--- src/hdl/chi_pkg.sv ---
// ----------------------------------------------------------------------------
// chi_pkg: shared types and constants for the cuckoo hash insert block
// Field widths, register indexes, reset values, divider sizing and the
// command/status bundles between controller and datapath.
// ----------------------------------------------------------------------------
package chi_pkg;

  // payload and register widths
  localparam int KEY_W   = 31;
  localparam int SIZE_W  = 11;
  localparam int LIMIT_W = 8;

  // configuration port
  localparam int CFG_IDX_W  = 1;
  localparam int CFG_DATA_W = SIZE_W;

  localparam logic [CFG_IDX_W-1:0] REG_TABLE_SIZE  = 1'd0;
  localparam logic [CFG_IDX_W-1:0] REG_ROUND_LIMIT = 1'd1;

  localparam logic [SIZE_W-1:0]  SIZE_RST  = 11'd1024;
  localparam logic [LIMIT_W-1:0] LIMIT_RST = 8'd100;

  // default table depth
  localparam int MAX_SLOTS_DEF = 1024;

  // divider: dividend padded to 32 bits, four quotient bits per cycle
  localparam int DVD_W      = 32;
  localparam int DIV_STEPS  = 4;
  localparam int DIV_CYCLES = DVD_W / DIV_STEPS;
  localparam int DIV_CNT_W  = $clog2(DIV_CYCLES);

  // table word: valid flag above the key
  localparam int WORD_W = KEY_W + 1;

  // divider operand select
  typedef enum logic [1:0] {
    DSEL_X  = 2'd0,  // key being placed
    DSEL_T1 = 2'd1,  // key just read from the first table
    DSEL_Q  = 2'd2   // quotient of the previous division
  } dsel_t;

  typedef struct packed {
    logic  clr_en;     // clearing pass: wipe one slot of each table
    logic  load_key;   // take a new key, clear round count and flag
    logic  div_start;
    dsel_t div_sel;
    logic  lat_i1;     // capture first-table index from divider
    logic  lat_i2;     // capture second-table index from divider
    logic  t1_rd;
    logic  t1_wr;      // write x into the first table
    logic  load_y;     // keep the evicted first-table key
    logic  t2_rd;
    logic  t2_wr;      // write y into the second table
    logic  load_z;     // evicted second-table key becomes x
    logic  next_round;
    logic  set_ok;
    logic  res_load;   // fill the output register
  } cmd_t;

  typedef struct packed {
    logic clr_last;
    logic div_done;
    logic lim_hit;
    logic t1_hit;      // first-table slot occupied
    logic t2_hit;      // second-table slot occupied
  } sts_t;

endpackage

--- src/hdl/chi_ctrl.sv ---
// ----------------------------------------------------------------------------
// chi_ctrl: cuckoo hash insert controller
// Sequences the clearing pass, the eviction rounds and the output handshake.
// ----------------------------------------------------------------------------
module chi_ctrl (
  input  logic          clk,
  input  logic          rst_n,
  input  logic          in_valid,
  output logic          in_ready,
  output logic          out_valid,
  input  logic          out_ready,
  input  chi_pkg::sts_t sts,
  output chi_pkg::cmd_t cmd
);

  typedef enum logic [10:0] {
    S_CLEAR = 11'b000_0000_0001,
    S_IDLE  = 11'b000_0000_0010,
    S_CHECK = 11'b000_0000_0100,
    S_DIV1  = 11'b000_0000_1000,
    S_RD1   = 11'b000_0001_0000,
    S_EV1   = 11'b000_0010_0000,
    S_DIVQ  = 11'b000_0100_0000,
    S_DIVR  = 11'b000_1000_0000,
    S_RD2   = 11'b001_0000_0000,
    S_EV2   = 11'b010_0000_0000,
    S_FIN   = 11'b100_0000_0000
  } state_t;

  state_t state_r, state_nxt;
  logic   out_valid_r, out_valid_nxt;

  always_comb begin
    cmd           = '0;
    cmd.div_sel   = chi_pkg::DSEL_X;
    state_nxt     = state_r;
    out_valid_nxt = out_valid_r & ~out_ready;
    unique case (state_r)
      S_CLEAR: begin
        cmd.clr_en = 1'b1;
        if (sts.clr_last) begin
          state_nxt = S_IDLE;
        end
      end
      S_IDLE: begin
        if (in_valid) begin
          cmd.load_key = 1'b1;
          state_nxt    = S_CHECK;
        end
      end
      S_CHECK: begin
        if (sts.lim_hit) begin
          state_nxt = S_FIN;
        end else begin
          cmd.div_start = 1'b1;
          cmd.div_sel   = chi_pkg::DSEL_X;
          state_nxt     = S_DIV1;
        end
      end
      S_DIV1: begin
        if (sts.div_done) begin
          cmd.lat_i1 = 1'b1;
          state_nxt  = S_RD1;
        end
      end
      S_RD1: begin
        cmd.t1_rd = 1'b1;
        state_nxt = S_EV1;
      end
      S_EV1: begin
        cmd.t1_wr = 1'b1;
        if (!sts.t1_hit) begin
          cmd.set_ok = 1'b1;
          state_nxt  = S_FIN;
        end else begin
          cmd.load_y    = 1'b1;
          cmd.div_start = 1'b1;
          cmd.div_sel   = chi_pkg::DSEL_T1;
          state_nxt     = S_DIVQ;
        end
      end
      S_DIVQ: begin
        if (sts.div_done) begin
          cmd.div_start = 1'b1;
          cmd.div_sel   = chi_pkg::DSEL_Q;
          state_nxt     = S_DIVR;
        end
      end
      S_DIVR: begin
        if (sts.div_done) begin
          cmd.lat_i2 = 1'b1;
          state_nxt  = S_RD2;
        end
      end
      S_RD2: begin
        cmd.t2_rd = 1'b1;
        state_nxt = S_EV2;
      end
      S_EV2: begin
        cmd.t2_wr = 1'b1;
        if (!sts.t2_hit) begin
          cmd.set_ok = 1'b1;
          state_nxt  = S_FIN;
        end else begin
          cmd.load_z     = 1'b1;
          cmd.next_round = 1'b1;
          state_nxt      = S_CHECK;
        end
      end
      S_FIN: begin
        if (!out_valid_r || out_ready) begin
          cmd.res_load  = 1'b1;
          out_valid_nxt = 1'b1;
          state_nxt     = S_IDLE;
        end
      end
      default: begin
        state_nxt = S_IDLE;
      end
    endcase
  end

  always_ff @(posedge clk) begin
    if (!rst_n) begin
      state_r     <= S_CLEAR;
      out_valid_r <= 1'b0;
    end else begin
      state_r     <= state_nxt;
      out_valid_r <= out_valid_nxt;
    end
  end

  assign in_ready  = (state_r == S_IDLE);
  assign out_valid = out_valid_r;

endmodule

--- config.mk ---
export PLATFORM = sky130hd
export DESIGN_NAME = chi_ctrl
export DESIGN_NICKNAME = d
export VERILOG_FILES = /design/src/hdl/chi_pkg.sv /design/src/hdl/chi_ctrl.sv
export SDC_FILE = /design/constraint.sdc
export NUM_CORES = 1
export LEC_CHECK = 0
export BUFFER_PORTS_ARGS = -buffer_cell sky130_fd_sc_hd__buf_4
export CORE_AREA = 2 2 43 45
export DETAILED_ROUTE_END_ITERATION = 16
export DIE_AREA = 0 0 45 47
export PLACE_DENSITY = 0.82
export SYNTH_ARGS = -nofsm -noshare
export SYNTH_HDL_FRONTEND = slang
export SYNTH_SLANG_ARGS = --single-unit
--- constraint.sdc ---
create_clock -name clk -period 3 [get_ports clk]
set_clock_uncertainty 0.05 [all_clocks]
set_input_delay 0.6 -clock clk [delete_from_list [all_inputs] [get_ports clk]]
set_output_delay 0.6 -clock clk [all_outputs]
set_load 0.01 [all_outputs]
# Word-level counts from Yosys, hierarchy flattened
# Index checks and enable logic that the tools add are counted.
# Widths: inputs -> output; s select.
[classes]
n_reduce_logical = 3
bitwise_logic = 2
eq_ne = 17
muxes = 33
[op_table]
columns = ["op", "count"]
rows = [
  ["$pmux 11 s11", 1],
  ["$mux 11", 9],
  ["$mux 1", 15],
  ["$mux 3", 4],
  ["$ne 2x2->1 const B", 6],
  ["$eq 11x1->1 const B", 1],
  ["$eq 11x10->1 const B", 1],
  ["$eq 11x11->1 const B", 1],
  ["$eq 11x2->1 const B", 1],
  ["$eq 11x3->1 const B", 1],
  ["$eq 11x4->1 const B", 1],
  ["$eq 11x5->1 const B", 1],
  ["$eq 11x6->1 const B", 1],
  ["$eq 11x7->1 const B", 1],
  ["$eq 11x8->1 const B", 1],
  ["$eq 11x9->1 const B", 1],
  ["$pmux 3 s3", 1],
  ["$reduce_and 6->1", 1],
  ["$mux 2", 2],
  ["$pmux 1 s2", 1],
  ["$and 1x1->1", 1],
  ["$logic_not 1->1", 1],
  ["$logic_or 1x1->1", 1],
  ["$not 1->1", 1],
]
[word_totals]
reg_bits = 12
in_bits = 9
elab_cells = 57

# Longest topological paths before layout
[logic_depth]
depth_word = 4
mapped_depth = 6
mapped_depth_nobuf = 5

# Worst setup path after synthesis
# OpenSTA, ideal clock, no wires.
[synth_path]
path_kind = "reg2out"
from = "register state_r[9]"
to = "output port cmd[14] (netlist bit)"
n_path_buf = 1
t_required_ns = 2.350
path_stages_with_launch = 7
slack_ns = 0.689
arrival_ns = 1.661
cell_sequence = "dfxtp_1 -> or3_1 -> buf_2 -> nor3_1 -> nand2_1 -> nor3b_2 -> and2_1"
[synth_lines]
columns = ["element", "line", "text"]
rows = [
  ["start, declared", "chi_ctrl.sv:30", "state_t state_r, state_nxt;"],
  ["start signal, assigned", "chi_ctrl.sv:128", "state_r <= state_nxt;"],
  ["end, declared", "chi_ctrl.sv:13", "output chi_pkg::cmd_t cmd"],
]

==> results.yml <==
clock_tree:
  tritoncts: "yes"
  hold_buffers: 0
  clock-sinks: 12
  numCtsBuffers: 3
  clk_path_buf_depth: 2
  root_buffer: "clkbuf_4"
  clk_pin_slew_ns: 0.08
  cts_resized: 0
  htreeDepth: 1
  postCtsSetupBuffers: 0
  insertion_delay_ns: 0.28
routing:
  dr.pass1.iters: 4
  ant_nets: 0
  viasPerCell: 5.957
  first_iter_violations: 24
  wl_per_cell_um: 14.19
  dr_total_vias: 822
  drcViolationCount: 0
  wl_um: 1958
yosys:
  ys_seq_elements: 12
  synth_top_family_by_area: "simple AND/OR/NAND/NOR gates"
  syn_nets: 106
  synth_xor_area_share_pct: 3.246
  syn_area_per_cell_um2: 8.346
  async_flop_share_pct: 0
  synth_edf_count: 0
  syn_inst: 97
  yosysSeqAreaShare_pct: 29.68
  syn_area_um2: 809.5
  synthSimpleGateAreaFrac_pct: 40.19
  synth_compound_area_share_pct: 19.32
  ys_warn_count: 0
  synthFlopType: "dfxtp_1"
  synthAdderAreaFrac_pct: 0
  synth.distinct_cells: 47
  synth.area.mux_share_pct: 0
worst_setup_path:
  critPathMaxFanout: 7
  cp-start-kind: "flip-flop"
  rrSetupSlack_ns: 1.05
  cp.required_ns: 2.35
  criticalPathCategory: "reg2out"
  r2r_end: "state_r[1]"
  arrival_ns: 2.11
  end_kind: "primary output"
  reg2reg_from: "state_r[4]"
  rr_worst_depth: 5
pwr:
  power.total_mw: 0.3618
  powerDensity_mw_per_mm2: 353.5
  leakage_nw: 0.5125
  ir_drop_v: 0.0002077
global_routing:
  gr-total-overflow: 0
  grt_pass1_wl_um: 3091
  grt_max_degree: 13
  grt_use_total_pct: 20.24
  antenna_found_initial: 0
  grt_pass1_vias: 721
sta:
  hold_viol: 0
  post-route-min-period_ns: 2.761
  slew_headroom_pct: 61.66
  setup_violations: 0
  tightestPinTransition_ns: 0.5698
  fin_tns_setup_ns: 0
  grt_setup_unrepaired: "false"
  maxSlewViolCount: 0
  fmax_ghz: 0.3622
  period_share_pct: 92.04
hold_path:
  hold_path.class: "in2reg"
  min_path_cells: 2
  whs_endpoint: "state_r[0]"
  hold_path_startpoint: "sts[4]"
die:
  initial_utilization_pct: 49.02
  top_level_ports: 27
  fp-row-count: 15
  coreArea_mm2: 0.001652
  die-area_mm2: 0.002115
  die_x_um: 45
  fp.dieH_um: 47
status:
  status: "finished clean"
layout:
  drive_above_1_share_pct: 33.88
  antennaDiodeCount: 0
  num-nets-final: 131
  area_growth_pct: 26.43
placement:
  port_buffers: 26
  place.gp.congestion: 0.9142
  dp_hpwl_um: 1471
run:
  drv_cap: 0
[critical path: stages (launching register included)]
cell     delay [ns]
dfxtp_1        0.35
or3_1          0.53
nor3_1         0.25
nand2_1        0.14
nor3b_2        0.29
and2_1         0.16
buf_4          0.11
[placed cells by master (no fill, tap or decap), types with 2 or more instances in the layout]
cell type,Yosys,final
nand2_1,4,4
buf_4,2,26
a21oi_1,2,2
xor2_1,3,3
and2_1,4,4
nor3_1,8,8
nand4_1,2,2
nor2b_1,2,2
o21ai_0,3,3
or3b_1,2,2
nand3_1,4,4
nor4_1,2,2
and3_1,3,3
a21boi_1,2,2
nand2b_1,2,2
nor2_1,4,4
inv_1,6,6
clkbuf_4,0,3
dfxtp_1,12,12
[through the flow]
stage | instances | setup slack [ns] | cell area (µm²) | utilization [%] | hold WS [ns]
after floorplan | 97 | 0.6889 | 809.5 | - | 0.4758
after global placement | 134 | 0.5681 | 987.2 | 59.77 | 0.4492
after detailed placement | 134 | 0.5533 | 987.2 | 59.77 | 0.4678
after CTS | 138 | 0.2377 | 1023 | 61.97 | 0.4657
after global routing | 138 | 0.09776 | 1023 | 61.97 | 0.4727
final | 138 | 0.2389 | 1023 | 61.97 | 0.4619
[state kept, by name, indices dropped and copies added, names as in the netlist]
register,count
out_valid,1
state_r,11
[cell usage after synthesis, drive strengths merged, types with 3 or more instances]
cell     n  share of area (%)
and3     3                2.3
inv      6                2.8
nor3     8                4.9
o21ai    4                2.5
a21boi   4                4.2
buf      4                3.9
nand2    4                1.9
and2     5                4.2
xor2     3                3.2
dfxtp   12                 30
nand3    5                3.7
nor2     5                3.2
or3b     3                3.6
[layer usage]
layer	wire (µm)	vias up	GRT usage, %
met5	0	-	0
met4	14	0	7.647
met3	163	4	5.000
met2	953	38	34.57
met1	826	376	24.65
li1	-	404	-
[cell type report]
type,instances,area [µm²]
flip-flops and latches,12,240.2
inverters,6,22.52
clock buffers,4,36.28
well taps,17,21.27
fillers,153,628.1
repair buffers,26,195.2
multi-input cells,73,508.0
[where the power goes]
group	leakage [nW]	internal [mW]	switching, mW	total, mW
logic	0.394	0.0315	0.0278	0.0592
registers	0.0974	0.163	0.00868	0.172
clock network	0.0210	0.0738	0.0569	0.131
[cells by family (layout without fill, tap and decap cells)]
group                  count (synthesis)  count (layout)
AND/OR/NAND/NOR                       50              50
buffers and inverters                 12              36
AO/OA/AOI/OAI                         20              20
XOR/XNOR                               3               3
flip-flops                            12              12
[how the worst max path moves through the flow]
stage | startpoint | cells after the start | endpoint
finish | state_r[9] | 6 | cmd[14]
global route | state_r[9] | 6 | cmd[14]
CTS | state_r[9] | 6 | cmd[14]
detailed placement | state_r[9] | 6 | cmd[14]
global placement | state_r[9] | 6 | cmd[14]
floorplan | state_r[9] | 6 | cmd[14]
Power figures use the tool's default switching activity.
